### config.mk
export PLATFORM = sky130hd
export DESIGN_NAME = rtcp_xr_dlrr_rtt_parser
export DESIGN_NICKNAME = d
export VERILOG_FILES = /design/src/hdl/xrdlrr_pkg.sv /design/src/hdl/xrdlrr_front.sv /design/src/hdl/xrdlrr_queue.sv /design/src/hdl/xrdlrr_back.sv /design/src/hdl/rtcp_xr_dlrr_rtt_parser.sv
export SDC_FILE = /design/constraint.sdc
export NUM_CORES = 1
export LEC_CHECK = 0
export ABC_CLOCK_PERIOD_IN_PS = 7600
export BUFFER_PORTS_ARGS = -buffer_cell sky130_fd_sc_hd__buf_2
export CAP_MARGIN = 10
export CORE_MARGIN = 10
export CORE_UTILIZATION = 63
export DETAILED_ROUTE_END_ITERATION = 10
export PLACE_DENSITY_LB_ADDON = 0.08
export REMOVE_ABC_BUFFERS = 1
export SKIP_LAST_GASP = 1
export SLEW_MARGIN = 5
export SYNTH_ARGS = -nofsm -noshare
export SYNTH_HDL_FRONTEND = slang
export SYNTH_SLANG_ARGS = --single-unit
### constraint.sdc
create_clock -name clk_i -period 7.6 [get_ports clk_i]
set_input_delay 0.76 -clock clk_i [delete_from_list [all_inputs] [get_ports clk_i]]
set_output_delay 0.76 -clock clk_i [all_outputs]
set_load 0.02 [all_outputs]
### src/hdl/xrdlrr_pkg.sv
// ----------------------------------------------------------------------------
// xrdlrr_pkg
// Shared types and constants of the RTCP XR DLRR round trip time parser.
// ----------------------------------------------------------------------------
package xrdlrr_pkg;

  localparam int MaxPacketBytes = 2048;

  // work queue between front and back
  localparam int QDepth = 4;
  localparam int QPtrW  = $clog2(QDepth);
  localparam int QCntW  = $clog2(QDepth + 1);

  localparam logic [7:0] XrPacketType  = 8'd207;
  localparam logic [7:0] DlrrBlockType = 8'd5;

  // result kinds
  localparam logic [2:0] KindRtt      = 3'd0;
  localparam logic [2:0] KindOk       = 3'd1;
  localparam logic [2:0] KindBadType  = 3'd2;
  localparam logic [2:0] KindLenErr   = 3'd3;
  localparam logic [2:0] KindBlockErr = 3'd4;
  localparam logic [2:0] KindNone     = 3'd0;  // no error latched

  // one queued job: an rtt report, a status, or both (report first)
  typedef struct packed {
    logic        rpt;
    logic [31:0] ssrc;
    logic [31:0] diff;
    logic        sts;
    logic [2:0]  sts_kind;
  } job_t;

endpackage

### src/hdl/xrdlrr_front.sv
// ----------------------------------------------------------------------------
// xrdlrr_front
// Byte walker: header checks, block walk, DLRR sub-block capture. Hands one
// job per byte that causes a result to the work queue.
// ----------------------------------------------------------------------------
module xrdlrr_front import xrdlrr_pkg::*; (
  input  logic        clk_i,
  input  logic        rst_ni,
  input  logic        accept_i,
  input  logic [7:0]  data_byte_i,
  input  logic [11:0] packet_length_i,
  input  logic [31:0] now_ntp_i,
  input  logic        end_of_packet_i,
  output logic        push_o,
  output job_t        job_o
);

  localparam logic [1:0] PhHead = 2'd0;
  localparam logic [1:0] PhBhdr = 2'd1;
  localparam logic [1:0] PhBody = 2'd2;
  localparam logic [1:0] PhDone = 2'd3;

  localparam logic [11:0] OffMax = 12'hFFF;

  logic [11:0] off_q, off_d;
  logic [11:0] decl_q, decl_d;
  logic [11:0] buf_q, buf_d;
  logic [7:0]  btype_q, btype_d;
  logic [11:0] bend_q, bend_d;
  logic [31:0] fs_q, fs_d;
  logic [31:0] ssrc_q, ssrc_d;
  logic [31:0] lrr_q, lrr_d;
  logic [3:0]  cnt_q, cnt_d;
  logic [31:0] now_q, now_d;
  logic [2:0]  err_q, err_d;
  logic [1:0]  ph_q, ph_d;

  logic [18:0] len_bytes;
  logic [18:0] blk_end;
  logic [31:0] fs_shift;
  logic [11:0] buf_cap;
  logic        rpt;
  logic        sts;
  logic [2:0]  sts_kind;

  // (len + 1) * 4 from the previous byte and this one
  assign len_bytes = {1'b0, fs_q[7:0], data_byte_i, 2'b00} + 19'd4;
  assign blk_end   = {7'd0, off_q} - 19'd3 + len_bytes;
  assign fs_shift  = {fs_q[23:0], data_byte_i};
  assign buf_cap   = ({5'd0, packet_length_i} > 17'(MaxPacketBytes)) ?
                     12'(MaxPacketBytes) : packet_length_i;

  always_comb begin
    off_d    = off_q;
    decl_d   = decl_q;
    buf_d    = buf_q;
    btype_d  = btype_q;
    bend_d   = bend_q;
    fs_d     = fs_q;
    ssrc_d   = ssrc_q;
    lrr_d    = lrr_q;
    cnt_d    = cnt_q;
    now_d    = now_q;
    err_d    = err_q;
    ph_d     = ph_q;
    rpt      = 1'b0;
    sts      = 1'b0;
    sts_kind = KindOk;

    if (off_q == 12'd0) begin
      buf_d   = buf_cap;
      now_d   = now_ntp_i;
      err_d   = KindNone;
      decl_d  = '0;
      btype_d = '0;
      bend_d  = '0;
      fs_d    = '0;
      cnt_d   = '0;
      ph_d    = PhHead;
    end

    if (err_d == KindNone && off_q != OffMax) begin
      if (off_q == 12'd1) begin
        if (data_byte_i != XrPacketType) err_d = KindBadType;
      end else if (off_q == 12'd2) begin
        fs_d = {24'd0, data_byte_i};
      end else if (off_q == 12'd3) begin
        if (len_bytes > {7'd0, buf_d}) begin
          err_d = KindLenErr;
        end else begin
          decl_d = len_bytes[11:0];
          bend_d = 12'd8;
          ph_d   = PhBhdr;
          cnt_d  = '0;
        end
      end else if (off_q >= 12'd8) begin
        if (ph_d == PhBody && off_q >= bend_d) begin
          ph_d  = PhBhdr;
          cnt_d = '0;
        end
        if (ph_d == PhBhdr) begin
          case (cnt_d)
            4'd0: begin
              if ({1'b0, off_q} + 13'd4 < {1'b0, decl_d}) begin
                btype_d = data_byte_i;
                cnt_d   = 4'd1;
              end else begin
                ph_d = PhDone;
              end
            end
            4'd1: cnt_d = 4'd2;
            4'd2: begin
              fs_d  = {24'd0, data_byte_i};
              cnt_d = 4'd3;
            end
            default: begin
              if (blk_end > {7'd0, buf_d}) begin
                err_d = KindBlockErr;
              end else begin
                bend_d = blk_end[11:0];
                ph_d   = PhBody;
                cnt_d  = '0;
              end
            end
          endcase
        end else if (ph_d == PhBody && btype_d == DlrrBlockType) begin
          fs_d  = fs_shift;
          cnt_d = cnt_d + 4'd1;
          if (cnt_d == 4'd4) begin
            ssrc_d = fs_shift;
          end else if (cnt_d == 4'd8) begin
            lrr_d = fs_shift;
          end else if (cnt_d >= 4'd12) begin
            rpt   = 1'b1;
            cnt_d = '0;
          end
        end
      end
    end

    if (end_of_packet_i) begin
      sts = 1'b1;
      if (err_d == KindNone) begin
        if (off_q == 12'd0)     err_d = KindBadType;
        else if (off_q < 12'd3) err_d = KindLenErr;
      end
      sts_kind = (err_d != KindNone) ? err_d : KindOk;
      off_d    = '0;
    end else if (off_q != OffMax) begin
      off_d = off_q + 12'd1;
    end
  end

  assign push_o         = accept_i && (rpt || sts);
  assign job_o.rpt      = rpt;
  assign job_o.ssrc     = ssrc_q;
  assign job_o.diff     = now_q - lrr_q - fs_shift;  // DLRR is the word just completed
  assign job_o.sts      = sts;
  assign job_o.sts_kind = sts_kind;

  always_ff @(posedge clk_i or negedge rst_ni) begin
    if (!rst_ni) begin
      off_q   <= '0;
      decl_q  <= '0;
      buf_q   <= '0;
      btype_q <= '0;
      bend_q  <= '0;
      fs_q    <= '0;
      ssrc_q  <= '0;
      lrr_q   <= '0;
      cnt_q   <= '0;
      now_q   <= '0;
      err_q   <= KindNone;
      ph_q    <= PhHead;
    end else if (accept_i) begin
      off_q   <= off_d;
      decl_q  <= decl_d;
      buf_q   <= buf_d;
      btype_q <= btype_d;
      bend_q  <= bend_d;
      fs_q    <= fs_d;
      ssrc_q  <= ssrc_d;
      lrr_q   <= lrr_d;
      cnt_q   <= cnt_d;
      now_q   <= now_d;
      err_q   <= err_d;
      ph_q    <= ph_d;
    end
  end

endmodule

### src/hdl/xrdlrr_queue.sv
// ----------------------------------------------------------------------------
// xrdlrr_queue
// Short job queue between the byte walker and the rtt back end.
// ----------------------------------------------------------------------------
module xrdlrr_queue import xrdlrr_pkg::*; (
  input  logic clk_i,
  input  logic rst_ni,
  input  logic push_i,
  input  job_t job_i,
  output logic full_o,
  output logic valid_o,
  input  logic pop_i,
  output job_t head_o
);

  job_t             mem_q [QDepth];
  logic [QPtrW-1:0] wr_q, rd_q;
  logic [QCntW-1:0] cnt_q;

  assign full_o  = (cnt_q == QCntW'(QDepth));
  assign valid_o = (cnt_q != '0);
  assign head_o  = mem_q[rd_q];

  always_ff @(posedge clk_i) begin
    if (push_i) mem_q[wr_q] <= job_i;
  end

  always_ff @(posedge clk_i or negedge rst_ni) begin
    if (!rst_ni) begin
      wr_q  <= '0;
      rd_q  <= '0;
      cnt_q <= '0;
    end else begin
      if (push_i) wr_q <= wr_q + QPtrW'(1);
      if (pop_i)  rd_q <= rd_q + QPtrW'(1);
      case ({push_i, pop_i})
        2'b10:   cnt_q <= cnt_q + QCntW'(1);
        2'b01:   cnt_q <= cnt_q - QCntW'(1);
        default: cnt_q <= cnt_q;
      endcase
    end
  end

  a_no_push_full: assert property (@(posedge clk_i) disable iff (!rst_ni)
    full_o |-> !push_i) else $error("push into full queue");

  a_no_pop_empty: assert property (@(posedge clk_i) disable iff (!rst_ni)
    pop_i |-> valid_o) else $error("pop from empty queue");

endmodule

### src/hdl/xrdlrr_back.sv
// ----------------------------------------------------------------------------
// xrdlrr_back
// Scales the time difference to ms and drives the result register. A job with
// both a report and a status gives two results, report first.
// ----------------------------------------------------------------------------
module xrdlrr_back import xrdlrr_pkg::*; (
  input  logic               clk_i,
  input  logic               rst_ni,
  input  logic               q_valid_i,
  input  job_t               q_head_i,
  output logic               q_pop_o,
  output logic               out_valid_o,
  input  logic               out_stall_i,
  output logic [2:0]         kind_o,
  output logic [31:0]        ssrc_o,
  output logic signed [25:0] rtt_ms_o,
  output logic               last_o
);

  typedef struct packed {
    logic               rpt;
    logic [31:0]        ssrc;
    logic signed [41:0] prod;
    logic               sts;
    logic [2:0]         sts_kind;
  } ex_t;

  ex_t                ex_q;
  logic               ex_valid_q;
  logic               out_valid_q;
  logic               take;
  logic               ex_done;
  logic signed [41:0] prod;

  // diff * 1000; the arithmetic shift by 16 below floors toward minus infinity
  assign prod = 42'(signed'(q_head_i.diff)) * 42'sd1000;

  assign take    = ex_valid_q && (!out_valid_q || !out_stall_i);
  assign ex_done = take && !(ex_q.rpt && ex_q.sts);
  assign q_pop_o = q_valid_i && (!ex_valid_q || ex_done);

  always_ff @(posedge clk_i) begin
    if (q_pop_o) begin
      ex_q.rpt      <= q_head_i.rpt;
      ex_q.ssrc     <= q_head_i.ssrc;
      ex_q.prod     <= prod;
      ex_q.sts      <= q_head_i.sts;
      ex_q.sts_kind <= q_head_i.sts_kind;
    end else if (take) begin
      ex_q.rpt <= 1'b0;  // report sent, status follows
    end
    if (take) begin
      if (ex_q.rpt) begin
        kind_o   <= KindRtt;
        ssrc_o   <= ex_q.ssrc;
        rtt_ms_o <= ex_q.prod[41:16];
        last_o   <= 1'b0;
      end else begin
        kind_o   <= ex_q.sts_kind;
        ssrc_o   <= '0;
        rtt_ms_o <= '0;
        last_o   <= 1'b1;
      end
    end
  end

  always_ff @(posedge clk_i or negedge rst_ni) begin
    if (!rst_ni) begin
      ex_valid_q  <= 1'b0;
      out_valid_q <= 1'b0;
    end else begin
      if (q_pop_o)      ex_valid_q <= 1'b1;
      else if (ex_done) ex_valid_q <= 1'b0;
      if (take)              out_valid_q <= 1'b1;
      else if (!out_stall_i) out_valid_q <= 1'b0;
    end
  end

  assign out_valid_o = out_valid_q;

  a_split_keeps_job: assert property (@(posedge clk_i) disable iff (!rst_ni)
    (take && ex_q.rpt && ex_q.sts) |=> (ex_valid_q && !ex_q.rpt && ex_q.sts))
    else $error("status lost after report");

  a_status_zero: assert property (@(posedge clk_i) disable iff (!rst_ni)
    (out_valid_q && last_o) |-> (ssrc_o == '0 && rtt_ms_o == '0 && kind_o != KindRtt))
    else $error("status result carries report fields");

endmodule

### src/hdl/rtcp_xr_dlrr_rtt_parser.sv
// ----------------------------------------------------------------------------
// rtcp_xr_dlrr_rtt_parser
// RTCP XR parser that reports the round trip time of every DLRR sub-block.
// ----------------------------------------------------------------------------
//  channel | handshake               | payload
//  --------+-------------------------+-----------------------------------------
//  in      | in_valid_i / in_stall_o | data_byte, packet_length, now_ntp, eop
//  out     | out_valid_o/out_stall_i | kind, ssrc, rtt_ms, last
//
//  One byte per cycle while not stalled; the walker updates its state in the
//  cycle of acceptance. A result passes the job queue, the multiply stage and
//  then the result register. A byte that ends a sub-block and the packet gives
//  two results and holds the back end until both are taken.
//  Input stalls only when the four-entry job queue is full.
//  Reset clears the walk and the queue; no startup sweep.
// ----------------------------------------------------------------------------
module rtcp_xr_dlrr_rtt_parser import xrdlrr_pkg::*; (
  input  logic               clk_i,
  input  logic               rst_ni,
  input  logic               in_valid_i,
  output logic               in_stall_o,
  input  logic [7:0]         data_byte_i,
  input  logic [11:0]        packet_length_i,
  input  logic [31:0]        now_ntp_i,
  input  logic               end_of_packet_i,
  output logic               out_valid_o,
  input  logic               out_stall_i,
  output logic [2:0]         kind_o,
  output logic [31:0]        ssrc_o,
  output logic signed [25:0] rtt_ms_o,
  output logic               last_o
);

  logic accept;
  logic push;
  job_t job;
  logic q_full;
  logic q_valid;
  logic q_pop;
  job_t q_head;

  assign in_stall_o = q_full;
  assign accept     = in_valid_i && !q_full;

  xrdlrr_front u_front (
    .clk_i,
    .rst_ni,
    .accept_i        (accept),
    .data_byte_i,
    .packet_length_i,
    .now_ntp_i,
    .end_of_packet_i,
    .push_o          (push),
    .job_o           (job)
  );

  xrdlrr_queue u_queue (
    .clk_i,
    .rst_ni,
    .push_i  (push),
    .job_i   (job),
    .full_o  (q_full),
    .valid_o (q_valid),
    .pop_i   (q_pop),
    .head_o  (q_head)
  );

  xrdlrr_back u_back (
    .clk_i,
    .rst_ni,
    .q_valid_i (q_valid),
    .q_head_i  (q_head),
    .q_pop_o   (q_pop),
    .out_valid_o,
    .out_stall_i,
    .kind_o,
    .ssrc_o,
    .rtt_ms_o,
    .last_o
  );

endmodule
# Word level (Yosys, flattened, before mapping)
# Memory sizes are Yosys's and may differ from the RTL's.
# Index checks and enable logic that the tools add are counted.
[word_totals] ff_bits=340 ram_bits=276 in_bits=57 output_inout_bits=64 elab_cells=218 memories=1
[mem_list] memory="u_queue.mem_q" words=4 width=69 rd=1 rd_ports_with_merged_regs=0 wr=1 line="xrdlrr_queue.sv:16" rtl="job_t mem_q [QDepth];"
[classes] add_sub_neg=12 mul=1 order_cmp=8 n_eq_ne=17 muxes=115 bitwise_logic=5 n_reduce_logical=33
[op_table] operator="two-way mux 32 bit" count=9
[op_table] operator="two-way mux 12 bit" count=20
[op_table] operator="two-way mux 4 bit" count=20
[op_table] operator="two-way mux 8 bit" count=9
[op_table] operator="subtractor 32 bit" count=2
[op_table] operator="two-way mux 3 bit" count=18
[op_table] operator="multiplier 32 x 8 -> 39 bit (second input constant)" count=1
[op_table] operator="> comparator 19 x 12 -> 1 bit" count=2
[op_table] operator="two-way mux 2 bit" count=16
[op_table] operator="== test 12 x 2 -> 1 bit (second input constant)" count=2
[op_table] operator="two-way mux 1 bit" count=20
[op_table] operator="adder 18 x 3 -> 19 bit (second input constant)" count=1
[op_table] operator="adder 19 bit" count=1
[op_table] operator="adder 12 x 3 -> 13 bit (second input constant)" count=1
[op_table] operator="less-than comparator 13 x 12 -> 1 bit" count=1
[op_table] operator="subtractor 12 x 2 -> 13 bit (second input constant)" count=1
[op_table] operator="adder 12 x 1 -> 12 bit (second input constant)" count=1
[op_table] operator="== test 12 x 1 -> 1 bit (second input constant)" count=1
[op_table] operator="greater-or-equal comparator 12 bit" count=1
[op_table] operator="greater-or-equal comparator 12 x 4 -> 1 bit (second input constant)" count=1
[op_table] operator="> comparator 12 bit (second input constant)" count=1
[op_table] operator="logical NOT 12 bit" count=1
[op_table] operator="less-than comparator 12 x 2 -> 1 bit (second input constant)" count=1
[op_table] operator="inequality test 12 bit (second input constant)" count=1
[op_table] operator="31 further kinds" count=59

# Longest topological paths before layout
[depth] depth_word=26 depth_mapped=30 ltp_nobuf=26

# Modules after synthesis
# From an unflattened synthesis, not the netlist that was laid out.
[unflattened] cells_unflattened=2739 hier_area_um2=34302.9
[by_module_without_submodules] mod="xrdlrr_front" n_inst=1 cells_each=1467 area_per_inst_um2=13644.3 seq_area_each_um2=4629.4
[by_module_without_submodules] mod="xrdlrr_queue" n_inst=1 cells_each=394 area_per_inst_um2=10423.7 seq_area_each_um2=8463.1
[by_module_without_submodules] mod="xrdlrr_back" n_inst=1 cells_each=877 area_per_inst_um2=10221.1 seq_area_each_um2=3803.6
[by_module_without_submodules] mod="rtcp_xr_dlrr_rtt_parser" n_inst=1 cells_each=1 area_per_inst_um2=13.8 seq_area_each_um2=0.0

# Worst setup path after synthesis
# No wires, ideal clock.
[synth_path] kind="reg2reg" start="register u_front.off_q[6]" end="memory u_queue.mem_q[0][0] (netlist bit), enable pin" setup_ns=0.435 arrival_ns=6.526 required_ns=7.165 slack_ns=0.639 stages_incl_launch_ff=24 n_path_buf=5 period_less_slack_ns=6.961 path_cell_list="dfrtp_1 > buf_6 > or4_4 > buf_6 > or3_4 > buf_2 > clkbuf_1 > clkbuf_1 > nand2_1 > ha_1 > a21o_1 > a221oi_1 > nor2_1 > o211a_1 > o21a_1 > nor2_1 > nand2_1 > inv_1 > ha_1 > xnor2_1 > nand2_1 > nor3_2 > o21a_1 > and2_1"
[synth_rtl] element="from (decl)" line="xrdlrr_front.sv:25" rtl="logic [11:0] off_q, off_d;"
[synth_rtl] element="from (signal assigned)" line="xrdlrr_front.sv:163" rtl="off_q <= '0;"
[synth_rtl] element="from (signal assigned)" line="xrdlrr_front.sv:176" rtl="off_q <= off_d;"
[synth_rtl] element="to (decl)" line="xrdlrr_queue.sv:16"

# Final worst setup path
[layout_path] start="register u_queue.rd_q[0]" end="register u_back.ex_q[45] (netlist bit) (data pin)"
[layout_via] elab_chain_len=2
[layout_rtl] element="from (decl)" line="xrdlrr_queue.sv:17" rtl="logic [QPtrW-1:0] wr_q, rd_q;"
[layout_rtl] element="from (signal assigned)" line="xrdlrr_queue.sv:35" rtl="if (pop_i) rd_q <= rd_q + QPtrW'(1);"
[layout_rtl] element="memory read (4 x 69 bit)"
[layout_rtl] element="multiplier 32 x 8 -> 39 bit" line="xrdlrr_back.sv:36" rtl="assign prod = 42'(signed'(q_head_i.diff)) * 42'sd1000;"
[layout_rtl] element="named net u_back.prod[41]" line="xrdlrr_back.sv:33" rtl="logic signed [41:0] prod;"
[layout_rtl] element="to (decl)" line="xrdlrr_back.sv:28" rtl="ex_t ex_q;"
# The timed path passes the listed nets, and every way through them passes these cells.
# A chain may end at the register's enable or synchronous reset.

==> flow_summary.yaml <==
clocking:
  cts_buffer_depth: 3
  cts_tree: "yes"
  clkTransAtPathRegs_ns: 0.06
  hold_buffers: 0
  h-tree-depth: 2
  cts_inserted_buffers: 60
  cts.sinks: 595
  cts_root_buf: "clkbuf_16"
  insertion_delay_ns: 0.65
  ctsResizeCount: 0
  post_cts_buffers: 0
detailed_routing:
  wirelength_um: 73880
  post_drt_wl_per_cell_um: 22.12
  route.detailed.drc: 0
  drt_pass1_iterations: 5
  ant_nets: 0
  drtIter0Drc: 1475
  vias_per_cell: 6.018
  vias: 20100
global_routing:
  grt_first_pass_wirelength_um: 118000
  overflow: 0
  grt_pass1_vias: 21050
  grt.total_usage: 0.2475
  grt_max_degree: 69
  antenna_found_initial: 0
cells_and_area:
  n_antenna_cell: 0
  area_delta_synth_final_pct: 10.62
  nets: 3042
  register_area_um2: 16900
  layout-drive-gt1-share: 0.1376
  num-fill-cells: 3482
  multi_input_area_um2: 14630
  fin_util: 0.7089
timing:
  final-setup-viol-count: 0
  tightest_slew_ns: 1.047
  min_period_ns: 6.722
  drv_slew: 0
  skew_ns: 0.04165
  slew_headroom: 0.2966
  hold_viol_final: 0
  finalCritPeriodShare: 0.8844
  rsz0062_at_grt: "no"
  setup_tns_ns: 0
  fmax_mhz: 148.8
floorplan:
  core.rowCount: 82
  coreArea_um2: 50480
  initial_core_util: 0.6408
  fp.dieW_um: 246.6
  ioPinCount: 121
  fp.dieH_um: 246.6
  die_area_um2: 60810
setup_path:
  crit_fanout: 27
  endpoint_kind: "flop"
  cp-start-kind: "flop"
  path_class: "reg -> reg"
  worstPathArrival_ns: 7.11
  crit_required_ns: 7.99
worst_hold_path:
  min_path_type: "in -> async"
synthesis:
  synth_top_area_cell: "edfxtp_1"
  synth_area_um2: 32350
  synth_cells: 2480
  synth-xor-area-share: 0.03195
  synthTopCellsByArea: "edfxtp_1 37%, dfrtp_1 15%, fa_1 9.5%"
  synth_fa_ha_area_frac: 0.1782
  ys.flop_type: "edfxtp_1"
  synth_edf_count: 401
  synth_top_family_by_area: "adder cells"
  yosys_warnings: 0
  synth_top_area_share: 0.3723
  async_flop_share: 0.3261
  post_synth_mux_area_share: 0.05168
  ys_seq_area_frac: 0.5223
  ys_seq_elements: 595
  avgSynthCellArea_um2: 13.04
  synth-simple-area-share: 0.09751
  ys_types: 88
  synth-compound-area-share: 0.09229
place:
  dp_hpwl_um: 53460
  portBuffers: 120
  place_congestion: 0.9932
outcome:
  status: "finished clean"
run:
  maxCapViolCount: 0
critical path, stage by stage, from the launching register on:
cell     delay (ns)
dfrtp_4        0.79
buf_4          0.49
mux4_2         0.69
fa_1           0.60
fa_1           0.44
fa_1           0.52
fa_1           0.49
ha_1           0.41
a21o_1         0.17
a21o_1         0.12
a21oi_1        0.08
o22ai_1        0.13
a31oi_1        0.10
a21oi_1        0.32
a21oi_1        0.24
o41ai_1        0.58
a21oi_1        0.16
xnor2_1        0.15
cells in the final DEF (no fill, tap or decap), types with 13 or more instances in the layout:
cell,synthesis,routed
and2_1,72,67
a21o_1,44,44
edfxtp_1,401,401
a22o_1,39,39
xnor2_1,72,72
nor2b_1,14,14
clkbuf_1,54,16
o21ai_0,128,128
a21oi_1,95,94
fa_1,153,153
buf_4,1,27
a211oi_1,13,13
xor2_1,46,46
nand2_1,286,285
o21a_1,19,19
nand4_1,15,15
clkbuf_16,0,60
o21ai_1,13,13
nand3_1,41,41
nand2b_1,29,29
dfrtp_1,194,192
nor2_1,92,92
buf_2,11,119
inv_1,134,134
mux4_2,69,69
ha_1,216,216
nor3_1,32,32
sequential cells by signal, summed over array words and instances, names as in the netlist, 3 cells and up:
register	count
u_queue.mem_q	276
u_back.kind_o	3
u_front.decl_q	12
u_front.buf_q	12
u_front.btype_q	8
u_front.cnt_q	4
u_front.ssrc_q	32
u_queue.cnt_q	3
u_back.rtt_ms_o	26
u_front.now_q	32
u_front.bend_q	12
u_back.ssrc_o	32
u_front.off_q	12
u_back.ex_q	63
u_front.err_q	3
u_front.lrr_q	32
u_front.fs_q	24
per-stage QoR:
| step | cells | area (um^2) | hold slack [ns] | setup slack (ns) |
|---|---|---|---|---|
| floorplan | 2401 | 32010 | 0.4385 | -0.4049 |
| global placement | 3226 | 33810 | 0.4622 | 0.9421 |
| detailed placement | 3226 | 33810 | 0.4704 | 0.8235 |
| CTS | 3340 | 35780 | 0.1247 | 0.8144 |
| global route | 3340 | 35780 | 0.1339 | 0.4237 |
| finish | 3340 | 35780 | 0.1136 | 0.8784 |
layer usage:
| metal | routed length, um | part of all wire | up-vias | GRT usage |
|---|---|---|---|---|
| met4 | 2293 | 0.031 | 0 | 0.08281 |
| met2 | 36560 | 0.49 | 561 | 0.4141 |
| li1 | - | - | 9282 | - |
| met1 | 31390 | 0.42 | 10130 | 0.3285 |
| met3 | 3638 | 0.049 | 130 | 0.03657 |
| met5 | 0 | 0 | - | 0 |
cell usage after synthesis, types with 69 or more instances:
| cell type | n |
|---|---|
| xnor2_1 | 72 |
| ha_1 | 216 |
| nand2_1 | 286 |
| a21oi_1 | 95 |
| fa_1 | 153 |
| and2_1 | 72 |
| mux4_2 | 69 |
| o21ai_0 | 128 |
| dfrtp_1 | 194 |
| inv_1 | 134 |
| nor2_1 | 92 |
| edfxtp_1 | 401 |
worst paths after layout:
| path | slack [ns] | from | cells after the start | endpoint |
|---|---|---|---|---|
| max in group asynchronous | 6.14 | rst_ni | 2 | u_queue.rd_q[0] |
| min | 0.11 | rst_ni | 1 | u_front.off_q[8] |
| max reg2reg | 0.88 | u_queue.rd_q[0] | 17 | u_back.ex_q[45] |
| min reg2reg | 0.48 | u_front.buf_q[9] | 2 | u_front.buf_q[9] |
| min in group clk_i | 0.31 | now_ntp_i[17] | 3 | u_front.now_q[17] |
| max | 0.88 | u_queue.rd_q[0] | 17 | u_back.ex_q[45] |
cells by family after synthesis:
kind of cell / Yosys count
buffers and inverters: 213
xor gates and xnor gates: 118
AOI/OAI and AO/OA: 454
and+or+nand+nor: 651
adders and majority gates: 369
muxes: 80
DFF: 595
layout make-up:
cell class                      instances  share of cell area
Clock buffer                           83             0.04633
Tap cell                              672             0.02350
Multi-Input combinational cell       1672              0.4089
Clock inverter                         31            0.008812
Timing Repair Buffer                  153             0.02605
Inverter                              134             0.01406
Sequential cell                       595              0.4723
Power is left out: the tool's default activity adds up to more than one toggle a clock period on the data nets, which glitch-free logic cannot reach.
